`config.mk`:
```
export PLATFORM = sky130hd
export DESIGN_NAME = velocity_command_smoother_unit
export DESIGN_NICKNAME = d
export VERILOG_FILES = /design/src/design/vcs_pkg.sv /design/src/design/vcs_cfg.sv /design/src/design/vcs_lane.sv /design/src/design/velocity_command_smoother_unit.sv
export VERILOG_INCLUDE_DIRS = /design/src /design/src/design
export SDC_FILE = /design/constraint.sdc
export NUM_CORES = 2
export LEC_CHECK = 0
export BUFFER_PORTS_ARGS = -buffer_cell sky130_fd_sc_hd__buf_4
export CAP_MARGIN = 5
export CORE_UTILIZATION = 35
export CTS_BUF_LIST = sky130_fd_sc_hd__clkbuf_16
export DETAILED_ROUTE_END_ITERATION = 10
export SLEW_MARGIN = 40
export SYNTH_ARGS = -nofsm -noshare
export SYNTH_HDL_FRONTEND = slang
export SYNTH_SLANG_ARGS = --single-unit
```
`constraint.sdc`:
```
create_clock -name i_clk -period 20.2 [get_ports i_clk]
set_input_delay 0 -clock i_clk [delete_from_list [all_inputs] [get_ports i_clk]]
set_output_delay 0 -clock i_clk [all_outputs]
set_load 0.03 [all_outputs]
```
`src/design/velocity_command_smoother_unit_macros.svh`:
```
// Assertion macros for the velocity command smoother.
// Each macro expects i_clk and i_rst_n in the scope where it is used.
`ifndef VELOCITY_COMMAND_SMOOTHER_UNIT_MACROS_SVH
`define VELOCITY_COMMAND_SMOOTHER_UNIT_MACROS_SVH

// The consequent must hold in the same cycle as the antecedent.
`define VCS_ASSERT_NOW(label, ante, cons, msg) \
    label: assert property (@(posedge i_clk) disable iff (!i_rst_n) (ante) |-> (cons)) \
        else $error(msg);

// The consequent must hold in the cycle after the antecedent.
`define VCS_ASSERT_NEXT(label, ante, cons, msg) \
    label: assert property (@(posedge i_clk) disable iff (!i_rst_n) (ante) |=> (cons)) \
        else $error(msg);

`endif

```
`src/design/vcs_pkg.sv`:
```
package vcs_pkg;

    // Default parameter values.
    localparam int DEF_PHASE_STEPS = 5;
    localparam int DEF_VALUE_WIDTH = 16;

    // Configuration port geometry.
    localparam int CFG_DATA_W = 32;
    localparam int CFG_ADDR_W = 5;

    // Operation selector carried in tuser.
    localparam logic OP_CMD  = 1'b0;
    localparam logic OP_TICK = 1'b1;

    // Register indexes (byte address is four times the index).
    localparam logic [2:0] REG_LIN_MAX_STEP = 3'd0;
    localparam logic [2:0] REG_ANG_MAX_STEP = 3'd1;
    localparam logic [2:0] REG_LIN_FLOOR    = 3'd2;
    localparam logic [2:0] REG_LIN_CEILING  = 3'd3;
    localparam logic [2:0] REG_ANG_BOUND    = 3'd4;

    // Register reset values.
    localparam int RST_LIN_MAX_STEP = 164;
    localparam int RST_ANG_MAX_STEP = 82;
    localparam int RST_LIN_FLOOR    = 0;
    localparam int RST_LIN_CEILING  = 3277;
    localparam int RST_ANG_BOUND    = 2048;

    // Number of samples held in the history.
    typedef logic [1:0] t_hist_cnt;
    localparam t_hist_cnt HIST_FULL = 2'd3;

    // Per-word control handed from the top level to each lane.
    typedef struct packed {
        logic      cmd;    // a command word is accepted
        logic      tick;   // a tick word is accepted and the history is not empty
        logic      clear;  // the command is zero on both axes
        t_hist_cnt count;  // history count before the push, after any clear
    } t_lane_ctl;

endpackage

```
`src/design/vcs_cfg.sv`:
```
module vcs_cfg #(
    parameter int VALUE_WIDTH = vcs_pkg::DEF_VALUE_WIDTH
) (
    input  logic                              i_clk,
    input  logic                              i_rst_n,
    input  logic                              psel,
    input  logic                              penable,
    input  logic                              pwrite,
    input  logic [vcs_pkg::CFG_ADDR_W-1:0]    paddr,
    input  logic [vcs_pkg::CFG_DATA_W-1:0]    pwdata,
    output logic [vcs_pkg::CFG_DATA_W-1:0]    prdata,
    output logic                              pready,
    output logic [VALUE_WIDTH-2:0]            o_lin_max_step,
    output logic [VALUE_WIDTH-2:0]            o_ang_max_step,
    output logic signed [VALUE_WIDTH-1:0]     o_lin_floor,
    output logic signed [VALUE_WIDTH-1:0]     o_lin_ceiling,
    output logic [VALUE_WIDTH-2:0]            o_ang_bound
);

    localparam int VW  = VALUE_WIDTH;
    localparam int MSW = VALUE_WIDTH - 1;

    logic [MSW-1:0] r_lin_max_step;
    logic [MSW-1:0] r_ang_max_step;
    logic [VW-1:0]  r_lin_floor;
    logic [VW-1:0]  r_lin_ceiling;
    logic [MSW-1:0] r_ang_bound;
    logic [2:0]     reg_index;
    logic           wr_en;

    assign reg_index = paddr[vcs_pkg::CFG_ADDR_W-1:2];
    assign wr_en     = psel && penable && pwrite;
    assign pready    = 1'b1;

    // Register writes complete in the access cycle.
    always_ff @(posedge i_clk) begin
        if (!i_rst_n) begin
            r_lin_max_step <= MSW'(vcs_pkg::RST_LIN_MAX_STEP);
            r_ang_max_step <= MSW'(vcs_pkg::RST_ANG_MAX_STEP);
            r_lin_floor    <= VW'(vcs_pkg::RST_LIN_FLOOR);
            r_lin_ceiling  <= VW'(vcs_pkg::RST_LIN_CEILING);
            r_ang_bound    <= MSW'(vcs_pkg::RST_ANG_BOUND);
        end else if (wr_en) begin
            unique case (reg_index)
                vcs_pkg::REG_LIN_MAX_STEP: r_lin_max_step <= pwdata[MSW-1:0];
                vcs_pkg::REG_ANG_MAX_STEP: r_ang_max_step <= pwdata[MSW-1:0];
                vcs_pkg::REG_LIN_FLOOR:    r_lin_floor    <= pwdata[VW-1:0];
                vcs_pkg::REG_LIN_CEILING:  r_lin_ceiling  <= pwdata[VW-1:0];
                vcs_pkg::REG_ANG_BOUND:    r_ang_bound    <= pwdata[MSW-1:0];
                default: begin
                end
            endcase
        end
    end

    // Read data returns the raw register bits.
    always_comb begin
        unique case (reg_index)
            vcs_pkg::REG_LIN_MAX_STEP: prdata = vcs_pkg::CFG_DATA_W'(r_lin_max_step);
            vcs_pkg::REG_ANG_MAX_STEP: prdata = vcs_pkg::CFG_DATA_W'(r_ang_max_step);
            vcs_pkg::REG_LIN_FLOOR:    prdata = vcs_pkg::CFG_DATA_W'(r_lin_floor);
            vcs_pkg::REG_LIN_CEILING:  prdata = vcs_pkg::CFG_DATA_W'(r_lin_ceiling);
            vcs_pkg::REG_ANG_BOUND:    prdata = vcs_pkg::CFG_DATA_W'(r_ang_bound);
            default:                   prdata = '0;
        endcase
    end

    assign o_lin_max_step = r_lin_max_step;
    assign o_ang_max_step = r_ang_max_step;
    assign o_lin_floor    = r_lin_floor;
    assign o_lin_ceiling  = r_lin_ceiling;
    assign o_ang_bound    = r_ang_bound;

endmodule

```
`src/design/vcs_lane.sv`:
```
module vcs_lane #(
    parameter int PHASE_STEPS = vcs_pkg::DEF_PHASE_STEPS,
    parameter int VALUE_WIDTH = vcs_pkg::DEF_VALUE_WIDTH
) (
    input  logic                          i_clk,
    input  logic                          i_rst_n,
    input  vcs_pkg::t_lane_ctl            i_ctl,
    input  logic signed [VALUE_WIDTH-1:0] i_value,
    input  logic [VALUE_WIDTH-2:0]        i_max_step,
    input  logic signed [VALUE_WIDTH-1:0] i_lo,
    input  logic signed [VALUE_WIDTH-1:0] i_hi,
    output logic signed [VALUE_WIDTH-1:0] o_vel_next
);

    localparam int VW = VALUE_WIDTH;
    localparam int MW = VALUE_WIDTH + 1;       // difference and sum width
    localparam int PW = VALUE_WIDTH + 3;       // prediction width before saturation
    // Reciprocal of the phase count, exact for every magnitude below 2**MW.
    localparam int SH = MW + $clog2(PHASE_STEPS);
    localparam int RW = MW + 1;
    localparam int XW = SH + MW;
    localparam logic [RW-1:0] RECIP =
        RW'(((64'd1 << SH) + 64'(PHASE_STEPS) - 64'd1) / 64'(PHASE_STEPS));

    // History, difference, step and velocity state.
    logic signed [VW-1:0] r_hist [3];
    logic signed [VW-1:0] n_hist [3];
    logic                 r_pend;
    logic [MW-1:0]        r_mag;
    logic                 r_neg;
    logic signed [VW-1:0] r_step;
    logic signed [VW-1:0] n_step;
    logic signed [VW-1:0] r_vel;
    logic signed [VW-1:0] n_vel;

    // Prediction datapath.
    logic signed [PW-1:0] h0_x;
    logic signed [PW-1:0] h1_x;
    logic signed [PW-1:0] h2_x;
    logic signed [PW-1:0] pred;
    logic signed [VW-1:0] pred_sat;
    logic                 pos_ovf;
    logic                 neg_ovf;
    logic                 use_pred;
    logic signed [VW-1:0] target;
    logic signed [VW-1:0] vel_eff;

    // Step datapath.
    logic signed [MW-1:0] diff;
    logic [MW-1:0]        mag;
    logic [XW-1:0]        prod;
    logic [MW-1:0]        quo;
    logic [VW-2:0]        step_mag;
    logic [VW-1:0]        step_ext;
    logic signed [VW-1:0] step_use;

    // Tick datapath.
    logic signed [MW-1:0] vsum;
    logic signed [MW-1:0] lo_x;
    logic signed [MW-1:0] hi_x;
    logic signed [MW-1:0] v_lo;
    logic signed [MW-1:0] v_hi;

    // Push the new sample into the history.
    always_comb begin
        n_hist = r_hist;
        unique case (i_ctl.count)
            2'd0: n_hist[0] = i_value;
            2'd1: n_hist[1] = i_value;
            2'd2: n_hist[2] = i_value;
            default: begin
                n_hist[0] = r_hist[1];
                n_hist[1] = r_hist[2];
                n_hist[2] = i_value;
            end
        endcase
    end

    // Quadratic extrapolation h0 - 3*h1 + 3*h2, saturated to the value range.
    assign h0_x = PW'(n_hist[0]);
    assign h1_x = PW'(n_hist[1]);
    assign h2_x = PW'(n_hist[2]);
    assign pred = h0_x - ((h1_x <<< 1) + h1_x) + ((h2_x <<< 1) + h2_x);

    assign pos_ovf = !pred[PW-1] && (pred[PW-2:VW-1] != '0);
    assign neg_ovf = pred[PW-1] && (pred[PW-2:VW-1] != '1);

    always_comb begin
        priority if (pos_ovf) begin
            pred_sat = {1'b0, {(VW-1){1'b1}}};
        end else if (neg_ovf) begin
            pred_sat = {1'b1, {(VW-1){1'b0}}};
        end else begin
            pred_sat = pred[VW-1:0];
        end
    end

    // The prediction is used only with a full history and a matching strict sign.
    assign use_pred = (i_ctl.count >= 2'd2)
                   && (((pred_sat > 0) && (i_value > 0)) || ((pred_sat < 0) && (i_value < 0)));
    assign target   = use_pred ? pred_sat : i_value;

    // Signed difference to the velocity after any clear, split into sign and magnitude.
    assign vel_eff = i_ctl.clear ? '0 : r_vel;
    assign diff    = MW'(target) - MW'(vel_eff);
    assign mag     = diff[MW-1] ? -diff : diff;

    // Truncating division of the magnitude by the phase count through its reciprocal.
    assign prod = XW'(r_mag) * XW'(RECIP);
    assign quo  = prod[XW-1:SH];

    // Clamp the truncated quotient to the maximum step and restore the sign.
    assign step_mag = (quo > MW'(i_max_step)) ? i_max_step : quo[VW-2:0];
    assign step_ext = {1'b0, step_mag};
    assign n_step   = r_neg ? -step_ext : step_ext;

    // The cycle after a command uses the step that is just being finished.
    assign step_use = r_pend ? n_step : r_step;

    // Tick update: add the step, apply the floor first and the ceiling last.
    assign vsum  = MW'(r_vel) + MW'(step_use);
    assign lo_x  = MW'(i_lo);
    assign hi_x  = MW'(i_hi);
    assign v_lo  = (vsum < lo_x) ? lo_x : vsum;
    assign v_hi  = (v_lo > hi_x) ? hi_x : v_lo;
    assign n_vel = v_hi[VW-1:0];

    // Control state.
    always_ff @(posedge i_clk) begin
        if (!i_rst_n) begin
            r_pend <= 1'b0;
            r_vel  <= '0;
            r_step <= '0;
        end else begin
            r_pend <= i_ctl.cmd;
            if (i_ctl.cmd && i_ctl.clear) begin
                r_vel <= '0;
            end else if (i_ctl.tick) begin
                r_vel <= n_vel;
            end
            if (r_pend) begin
                r_step <= n_step;
            end
        end
    end

    // Payload registers.
    always_ff @(posedge i_clk) begin
        if (i_ctl.cmd) begin
            r_hist <= n_hist;
            r_mag  <= mag;
            r_neg  <= diff[MW-1];
        end
    end

    assign o_vel_next = n_vel;

endmodule

```
`src/design/velocity_command_smoother_unit.sv`:
```
// Channel    Direction  Handshake                       Contents
// s_axis     in         s_axis_tvalid / s_axis_tready   command or tick word
// m_axis     out        m_axis_tvalid / m_axis_tready   smoothed velocities
// apb        in         psel, penable, pwrite, pready   step, floor, ceiling, bound registers
//
// A command word is always accepted; a new word may follow every cycle unless a tick waits for output space.
// The command registers its target difference, and its step is finished in the next cycle,
// so a tick may directly follow a command.
// A tick is accepted when the output register is free or drains in the same cycle; when the history
// is not empty its word appears on m_axis the cycle after acceptance, so words can flow back to back.
// Reset is synchronous and active low; it empties the history and the output register.
module velocity_command_smoother_unit #(
    parameter int PHASE_STEPS = vcs_pkg::DEF_PHASE_STEPS,
    parameter int VALUE_WIDTH = vcs_pkg::DEF_VALUE_WIDTH
) (
    input  logic                                     i_clk,
    input  logic                                     i_rst_n,
    input  logic                                     s_axis_tvalid,
    output logic                                     s_axis_tready,
    // cmd_linear, cmd_angular, zero fill
    input  logic [((2*VALUE_WIDTH+7)/8)*8-1:0]       s_axis_tdata,
    // op
    input  logic                                     s_axis_tuser,
    output logic                                     m_axis_tvalid,
    input  logic                                     m_axis_tready,
    // out_linear, out_angular, zero fill
    output logic [((2*VALUE_WIDTH+7)/8)*8-1:0]       m_axis_tdata,
    input  logic                                     psel,
    input  logic                                     penable,
    input  logic                                     pwrite,
    input  logic [vcs_pkg::CFG_ADDR_W-1:0]           paddr,
    input  logic [vcs_pkg::CFG_DATA_W-1:0]           pwdata,
    output logic [vcs_pkg::CFG_DATA_W-1:0]           prdata,
    output logic                                     pready
);

`include "velocity_command_smoother_unit_macros.svh"

    localparam int VW      = VALUE_WIDTH;
    localparam int TDATA_W = ((2*VALUE_WIDTH+7)/8)*8;

    logic [VW-2:0]        lin_max_step;
    logic [VW-2:0]        ang_max_step;
    logic signed [VW-1:0] lin_floor;
    logic signed [VW-1:0] lin_ceiling;
    logic [VW-2:0]        ang_bound;
    logic signed [VW-1:0] ang_hi;
    logic signed [VW-1:0] ang_lo;

    logic signed [VW-1:0] cmd_lin;
    logic signed [VW-1:0] cmd_ang;
    logic                 in_acc;
    logic                 is_cmd;
    logic                 zero_cmd;
    logic                 out_space;
    logic signed [VW-1:0] lin_vel_next;
    logic signed [VW-1:0] ang_vel_next;

    vcs_pkg::t_hist_cnt   r_count;
    vcs_pkg::t_hist_cnt   cnt_eff;
    vcs_pkg::t_lane_ctl   lane_ctl;

    logic                 r_out_valid;
    logic signed [VW-1:0] r_out_lin;
    logic signed [VW-1:0] r_out_ang;

    // Configuration registers.
    vcs_cfg #(
        .VALUE_WIDTH(VALUE_WIDTH)
    ) u_cfg (
        .i_clk         (i_clk),
        .i_rst_n       (i_rst_n),
        .psel          (psel),
        .penable       (penable),
        .pwrite        (pwrite),
        .paddr         (paddr),
        .pwdata        (pwdata),
        .prdata        (prdata),
        .pready        (pready),
        .o_lin_max_step(lin_max_step),
        .o_ang_max_step(ang_max_step),
        .o_lin_floor   (lin_floor),
        .o_lin_ceiling (lin_ceiling),
        .o_ang_bound   (ang_bound)
    );

    assign ang_hi = {1'b0, ang_bound};
    assign ang_lo = -ang_hi;

    // Input word decode and handshake.
    assign cmd_lin   = s_axis_tdata[VW-1:0];
    assign cmd_ang   = s_axis_tdata[2*VW-1:VW];
    assign is_cmd    = (s_axis_tuser == vcs_pkg::OP_CMD);
    assign zero_cmd  = (cmd_lin == '0) && (cmd_ang == '0);
    assign out_space = !r_out_valid || m_axis_tready;

    assign s_axis_tready = is_cmd || out_space;
    assign in_acc        = s_axis_tvalid && s_axis_tready;

    // Shared history count and per-word lane control.
    assign cnt_eff = zero_cmd ? '0 : r_count;

    always_comb begin
        lane_ctl.cmd   = in_acc && is_cmd;
        lane_ctl.tick  = in_acc && !is_cmd && (r_count != '0);
        lane_ctl.clear = zero_cmd;
        lane_ctl.count = cnt_eff;
    end

    always_ff @(posedge i_clk) begin
        if (!i_rst_n) begin
            r_count <= '0;
        end else if (lane_ctl.cmd) begin
            r_count <= (cnt_eff == vcs_pkg::HIST_FULL) ? vcs_pkg::HIST_FULL : cnt_eff + 2'd1;
        end
    end

    // Linear and angular lanes.
    vcs_lane #(
        .PHASE_STEPS(PHASE_STEPS),
        .VALUE_WIDTH(VALUE_WIDTH)
    ) u_lane_lin (
        .i_clk     (i_clk),
        .i_rst_n   (i_rst_n),
        .i_ctl     (lane_ctl),
        .i_value   (cmd_lin),
        .i_max_step(lin_max_step),
        .i_lo      (lin_floor),
        .i_hi      (lin_ceiling),
        .o_vel_next(lin_vel_next)
    );

    vcs_lane #(
        .PHASE_STEPS(PHASE_STEPS),
        .VALUE_WIDTH(VALUE_WIDTH)
    ) u_lane_ang (
        .i_clk     (i_clk),
        .i_rst_n   (i_rst_n),
        .i_ctl     (lane_ctl),
        .i_value   (cmd_ang),
        .i_max_step(ang_max_step),
        .i_lo      (ang_lo),
        .i_hi      (ang_hi),
        .o_vel_next(ang_vel_next)
    );

    // Merge stage: both lanes' velocities land in one output register.
    always_ff @(posedge i_clk) begin
        if (!i_rst_n) begin
            r_out_valid <= 1'b0;
        end else if (lane_ctl.tick) begin
            r_out_valid <= 1'b1;
        end else if (m_axis_tready) begin
            r_out_valid <= 1'b0;
        end
    end

    always_ff @(posedge i_clk) begin
        if (lane_ctl.tick) begin
            r_out_lin <= lin_vel_next;
            r_out_ang <= ang_vel_next;
        end
    end

    assign m_axis_tvalid = r_out_valid;
    assign m_axis_tdata  = TDATA_W'({r_out_ang, r_out_lin});

    // Checks on the input handshake and merge control.
    `VCS_ASSERT_NOW(a_cmd_always_ready, s_axis_tvalid && is_cmd, s_axis_tready, "command word refused")
    `VCS_ASSERT_NEXT(a_cmd_fills_history, lane_ctl.cmd, r_count != '0, "history empty after a command")
    `VCS_ASSERT_NEXT(a_tick_emits_word, lane_ctl.tick, r_out_valid, "tick with history produced no output word")

endmodule

```
# --- Yosys cells after proc, flatten, opt, wreduce, memory -nomap -nowiden ---
# Cells that the tools add are included.
word_totals:
  n_memories: 0
  output_inout_bits: 67
  wordCells: 145
  reg_bits: 309
  rom_bits: 0
  input_bits: 77
  latchBits: 0
  mem_bits_rw: 0
op_classes:
  n_addsub: 18
  n_div: 0
  n_mul: 2
  reduce_logical: 42
  magnitude_cmp: 15
  n_eq_ne: 9
  n_mux: 31
  n_bitwise: 2
  shifts: 0
op_table:
  columns: ["op", "count"]
  rows:
  - ["2-to-1 mux 16 bit", 18]
  - ["case mux 16 bit (2 select lines)", 4]
  - ["case mux 16 bit (5 select lines)", 1]
  - ["adder 17 x 16 -> 18 bit", 4]
  - ["multiplier 17 x 16 -> 33 bit, second input constant", 2]
  - ["greater-than comparator 16 x 1 -> 1 bit, second input constant", 4]
  - ["< comparator 16 x 1 -> 1 bit, second input constant", 4]
  - ["negation 15 -> 16 bit", 3]
  - ["adder 19 bit", 2]
  - ["subtractor 16 x 18 -> 19 bit", 2]
  - ["adder 16 x 16 -> 17 bit", 2]
  - ["greater-than comparator 17 x 16 -> 1 bit", 2]
  - ["< comparator 17 x 16 -> 1 bit", 2]
  - ["2-to-1 mux 17 bit", 2]
  - ["negation 17 bit", 2]
  - ["subtractor 16 x 16 -> 17 bit", 2]
  - ["logical NOT 16 bit", 2]
  - ["greater-than comparator 15 bit", 2]
  - ["2-to-1 mux 15 bit", 2]
  - ["logical AND 1 bit", 18]
  - ["AND reduction 2 bit", 5]
  - ["OR reduction 2 bit", 4]
  - ["== test 3 x 2 -> 1 bit, second input constant", 2]
  - ["inequality test 3 bit, second input constant", 2]
  - ["15 further kinds", 26]

# --- Longest topological paths before layout ---
depth:
  word_depth: 21
  ltp_mapped: 67
  ltp_nobuf: 63

# --- Hierarchy ---
# From an unflattened synthesis, not the netlist that was laid out.
unflattened:
  hier_cells: 3910
  area_unflattened_um2: 36223.5
by_module_without_submodules:
  columns: ["module", "area_per_inst_um2", "seq_area_each_um2", "instances", "cells_each"]
  rows:
  - ["vcs_lane (u_lane_ang)", 15783.9, 2642.5, 1, 1741]
  - ["vcs_lane (u_lane_lin)", 15319.7, 2642.5, 1, 1689]
  - ["vcs_cfg", 3703.6, 1541.5, 1, 384]
  - ["velocity_command_smoother_unit", 1416.4, 1021.0, 1, 96]

# --- Least setup slack after synthesis ---
# No wires, ideal clock.
synth_timing:
  path_type: "register to register"
  from: "reg u_lane_lin.r_mag[7]"
  to: "reg r_out_lin[10] (data pin)"
  required_ps: 19940
  synth_period_minus_slack_ps: 14023
  path_buffers: 5
  setup_time_ps: 260
  arrival_time_ps: 13764
  setup_slack_ps: 6177
  stages_incl_launch_ff: 61
  cell_sequence: "edfxtp_1 > ha_1 > inv_1 > fa_1 > inv_1 > fa_1 > fa_1 > inv_1 > fa_1 > fa_1 > inv_1 > ha_1 > clkbuf_1 > nand2_1 > o21ai_0 > nor3_1 > a2111oi_0 > a211oi_1 > (+25 left out) > a21oi_1 > nor2b_1 > o211ai_1 > nand4_1 > o22ai_1 > clkbuf_1 > mux2_2 > ha_1 > a21o_1 > a21o_1 > a211oi_1 > o21a_1 > o21a_1 > o21ai_0 > a31oi_1 > clkbuf_1 > clkbuf_1 > mux2_2"
synth_via:
  elab_chain_cells: 11
synth_lines:
  columns: ["element", "line", "text"]
  rows:
  - ["from (decl)", "vcs_lane.sv:29", "logic [MW-1:0] r_mag;"]
  - ["from (signal assigned)", "vcs_lane.sv:151", "r_mag <= mag;"]
  - ["multiplier 17 x 16 -> 33 bit *", "vcs_lane.sv:109", "assign prod = XW'(r_mag) * XW'(RECIP);"]
  - ["greater-than comparator 15 bit", "vcs_lane.sv:113", "assign step_mag = (quo > MW'(i_max_step)) ? i_max_step : quo[VW-2:0];"]
  - ["2-to-1 mux 15 bit *", "vcs_lane.sv:113", null]
  - ["negation 15 -> 16 bit", "vcs_lane.sv:115", "assign n_step = r_neg ? -step_ext : step_ext;"]
  - ["2-to-1 mux 16 bit *", "vcs_lane.sv:115", null]
  - ["2-to-1 mux 16 bit *", "vcs_lane.sv:118", "assign step_use = r_pend ? n_step : r_step;"]
  - ["net u_lane_lin.step_use[4]", "vcs_lane.sv:55", "logic signed [VW-1:0] step_use;"]
  - ["adder 16 x 16 -> 17 bit *", "vcs_lane.sv:121", "assign vsum = MW'(r_vel) + MW'(step_use);"]
  - ["< comparator 17 x 16 -> 1 bit", "vcs_lane.sv:124", "assign v_lo = (vsum < lo_x) ? lo_x : vsum;"]
  - ["2-to-1 mux 17 bit *", "vcs_lane.sv:124", null]
  - ["greater-than comparator 17 x 16 -> 1 bit", "vcs_lane.sv:125", "assign v_hi = (v_lo > hi_x) ? hi_x : v_lo;"]
  - ["2-to-1 mux 16 bit *", "vcs_lane.sv:125", null]
  - ["net lin_vel_next[10]", "velocity_command_smoother_unit.sv:56", "logic signed [VW-1:0] lin_vel_next;"]
  - ["to (signal assigned)", "velocity_command_smoother_unit.sv:160", "r_out_lin <= lin_vel_next;"]
  - ["to (decl)", "velocity_command_smoother_unit.sv:64", "logic signed [VW-1:0] r_out_lin;"]
# Mark *: on every way through the listed nets, which the timed path passes. The rest lies on a longest branch.
# A chain may end at the register's enable or synchronous reset.

# --- Final worst setup path ---
layout_timing:
  from: "reg u_lane_lin.r_mag[8]"
  to: "reg u_lane_lin.r_vel[1]"
layout_via:
  elab_chain_cells: 11
layout_lines:
  columns: ["element", "line", "text"]
  rows:
  - ["multiplier 17 x 16 -> 33 bit *", "vcs_lane.sv:109", null]
  - ["greater-than comparator 15 bit", "vcs_lane.sv:113", null]
  - ["2-to-1 mux 15 bit *", "vcs_lane.sv:113", null]
  - ["negation 15 -> 16 bit", "vcs_lane.sv:115", null]
  - ["2-to-1 mux 16 bit *", "vcs_lane.sv:115", null]
  - ["2-to-1 mux 16 bit *", "vcs_lane.sv:118", null]
  - ["net u_lane_lin.step_use[2]", "vcs_lane.sv:55", null]
  - ["adder 16 x 16 -> 17 bit *", "vcs_lane.sv:121", null]
  - ["< comparator 17 x 16 -> 1 bit", "vcs_lane.sv:124", null]
  - ["2-to-1 mux 17 bit *", "vcs_lane.sv:124", null]
  - ["greater-than comparator 17 x 16 -> 1 bit", "vcs_lane.sv:125", null]
  - ["2-to-1 mux 16 bit *", "vcs_lane.sv:125", null]
  - ["net lin_vel_next[1]", "velocity_command_smoother_unit.sv:56", null]
  - ["to (signal assigned)", "vcs_lane.sv:139", "r_vel <= n_vel;"]
  - ["to (decl)", "vcs_lane.sv:33", "logic signed [VW-1:0] r_vel;"]
# Marks and branches as above.

==> impl_metrics.env <==
export IMPL_die_height_um=322.4
export IMPL_die_area_um2=104000
export IMPL_wl_per_cell_um=17.84
export IMPL_io_buffers=108
export IMPL_cpMostUsedCell="ha_1"
export IMPL_crit_type="register to register"
export IMPL_crit_fanout=16
export IMPL_ys_seq_area_share_pct=21.78
export IMPL_syn_area_um2=35940
export IMPL_cp_slowest_stage_delay_ps=620
export IMPL_max_slew_margin_pct=45.07
export IMPL_synth_main_ff_cell="edfxtp_1"
export IMPL_max_freq_mhz=63.69
export IMPL_grt_pass1_vias=28087
export IMPL_clock_sinks=309
export IMPL_ys_ff_latch=309
export IMPL_dr_pass1_iters=5
export IMPL_hpwl_mm=78.88
export IMPL_status="finished clean"
export IMPL_setup_viol=0
export IMPL_synth_edf_count=164
export IMPL_drive_gt1_share_pct=9.297
export IMPL_hold_viol_final=0
export IMPL_wirelength_mm=98.49
export IMPL_fin_crit_ps=15700
export IMPL_period_share_pct=77.73
export IMPL_hold_class="input pin to register"
export IMPL_timing_max_cap_violations=0
export IMPL_synthDominantCellAreaShare_pct=17.76
export IMPL_path_clk_slew_ps=60
export IMPL_grt_max_degree=80
export IMPL_cts_root_buf="clkbuf_16"
export IMPL_drt_iter0_drc=1763
export IMPL_arrival_ps=16170
export IMPL_clock_path_buffers=3
export IMPL_final_setup_skew_ps=19.49
export IMPL_drc_errors=0
export IMPL_area_growth_pct=11.21
export IMPL_syn_area_per_cell_um2=8.933
export IMPL_r2r_slack_ps=4500
export IMPL_antenna_cells=0
export IMPL_viasPerCell=5.194
export IMPL_cts_resized=0
export IMPL_cts_buffers_inserted=40
export IMPL_yosys_top_cells_area="ha_1 18%, edfxtp_1 14%, fa_1 14%"
export IMPL_fin_nets=4953
export IMPL_required_ps=20670
export IMPL_start_util_pct=35.32
export IMPL_cts_tree="built"
export IMPL_drv_slew=0
export IMPL_coreArea_um2=101700
export IMPL_insertion_delay_ps=580
export IMPL_io_pins=144
export IMPL_rows=117
export IMPL_die_w_um=322.4
export IMPL_synth_async_reset_ratio_pct=0
export IMPL_worstMarginPinSlew_ps=815.3
export IMPL_grt_overflow=0
export IMPL_end_kind="register"
export IMPL_synth_distinct_cells=113
export IMPL_grtUsageTotal_pct=18.87
export IMPL_htreeDepth=2
export IMPL_critPathLaunchType="register"
export IMPL_setup_tns_final_ps=0
export IMPL_grt_pass1_wl_mm=155.2
export IMPL_rsz0062_at_grt="no"
export IMPL_gp_congestion=0.9112
export IMPL_yosysWarnings=0
export IMPL_vias=28673
export IMPL_antenna_left=0
export IMPL_cp_slowest_cell="a31oi_2"
export IMPL_antenna_found_initial=0
export IMPL_yosysTopAreaCell="ha_1"
export IMPL_syn_inst=4023
[Yosys cell counts, types with 17 or more instances]
library cell,instances
edfxtp_1,164
o21ai_0,190
xor2_1,65
nand2_1,461
ha_1,510
clkbuf_1,104
mux2i_1,26
nor3_1,65
a211oi_1,40
dfxtp_1,145
nand3_1,50
nand4_1,30
buf_4,19
a21o_1,84
and2_1,41
fa_1,244
o21bai_1,24
a31oi_1,17
o22ai_1,22
o21a_1,29
nand2b_1,19
nor2b_1,22
o31ai_1,20
xnor2_1,128
nor4_1,22
or3_1,24
mux2_2,107
o211ai_1,26
nor2_1,157
inv_1,573
a22oi_1,94
a21oi_1,240
[timing repair]
item | CTS | global route
hold endpoints to repair | 135 | 0
hold buffers | 52 | 0
setup buffers | 0 | 0
[placed cells by master (no fill, tap or decap), drive strengths merged, types with 29 or more instances in the layout]
cell type,n
a211oi,41
a21o,85
a21oi,241
a22oi,95
and2,43
buf,130
clkbuf,42
dfxtp,145
dlygate4sd3,52
edfxtp,164
fa,244
ha,510
inv,583
mux2,108
nand2,461
nand3,50
nand4,30
nor2,157
nor3,67
o21a,29
o21ai,202
xnor2,128
xor2,65
[final timing paths]
check,start,end,cells past startpoint
worst max-delay path,u_lane_lin.r_mag[8],u_lane_lin.r_vel[1],59
worst min-delay path,penable,u_cfg.o_lin_max_step[11],6
worst max register to register,u_lane_lin.r_mag[8],u_lane_lin.r_vel[1],59
worst min register to register,u_lane_ang.r_step[15],u_lane_ang.r_step[15],2
[area by class of cell]
type	count	area [um2]
repair buffers	182	1504
clock buffers	42	1051
multi-input cells	3015	25440
fillers	10152	61770
flip-flops and latches	309	7829
inverters	574	2160
well taps	1368	1712
clock inverters	30	272.8
[metal layers]
metal,wire length [um],up-vias,track usage (%)
li1,-,14218,-
met1,44770,13787,24.90
met2,47290,543,32.45
met3,3746,125,1.990
met4,2669,0,5.354
met5,0,-,0
[per-stage QoR]
stage	hold slack [ps]	setup slack, ps	util, %	instance area [um2]	instances
floorplan	124.0	6177	-	35990	4038
global placement	262.0	4616	37.42	38070	5395
detailed placement	271.5	4605	37.46	38110	5396
CTS	67.84	4523	39.27	39960	5520
global route	117.9	3474	39.28	39970	5520
finish	100.5	4498	39.28	39970	5520
[critical path, delay by kind of cell (launching register included)]
kind                     cells  cell delay [ps]
AO/OA/AOI/OAI               24             5550
XOR/XNOR                     2              530
adder cells (fa/ha/maj)     12             4790
buffers and inverters        6              860
flip-flops                   1              510
multiplexers                 5             1690
AND/OR/NAND/NOR             10             1630
[flip-flops by register name, summed over array words and instances, names as in the netlist, 17 cells and up]
signal	cells
u_lane_ang.r_hist	48
u_lane_lin.r_mag	17
u_lane_ang.r_mag	17
u_lane_lin.r_hist	48
[kinds of logic (layout without fill, tap and decap cells)]
group                    after synthesis  in the layout  share of synthesized area [%]
other                                  2             17                        0.02090
multiplexers                         136            136                          4.220
flip-flops                           309            309                          21.78
buffers and inverters                714            828                          7.819
adder cells (fa/ha/maj)              754            754                          31.35
XOR/XNOR                             193            193                          4.704
AND/OR/NAND/NOR                      973            973                          12.59
AO/OA/AOI/OAI                        942            942                          17.52
Power is left out: the tool's default activity adds up to more than one toggle a clock period on the data nets, which glitch-free logic cannot reach.
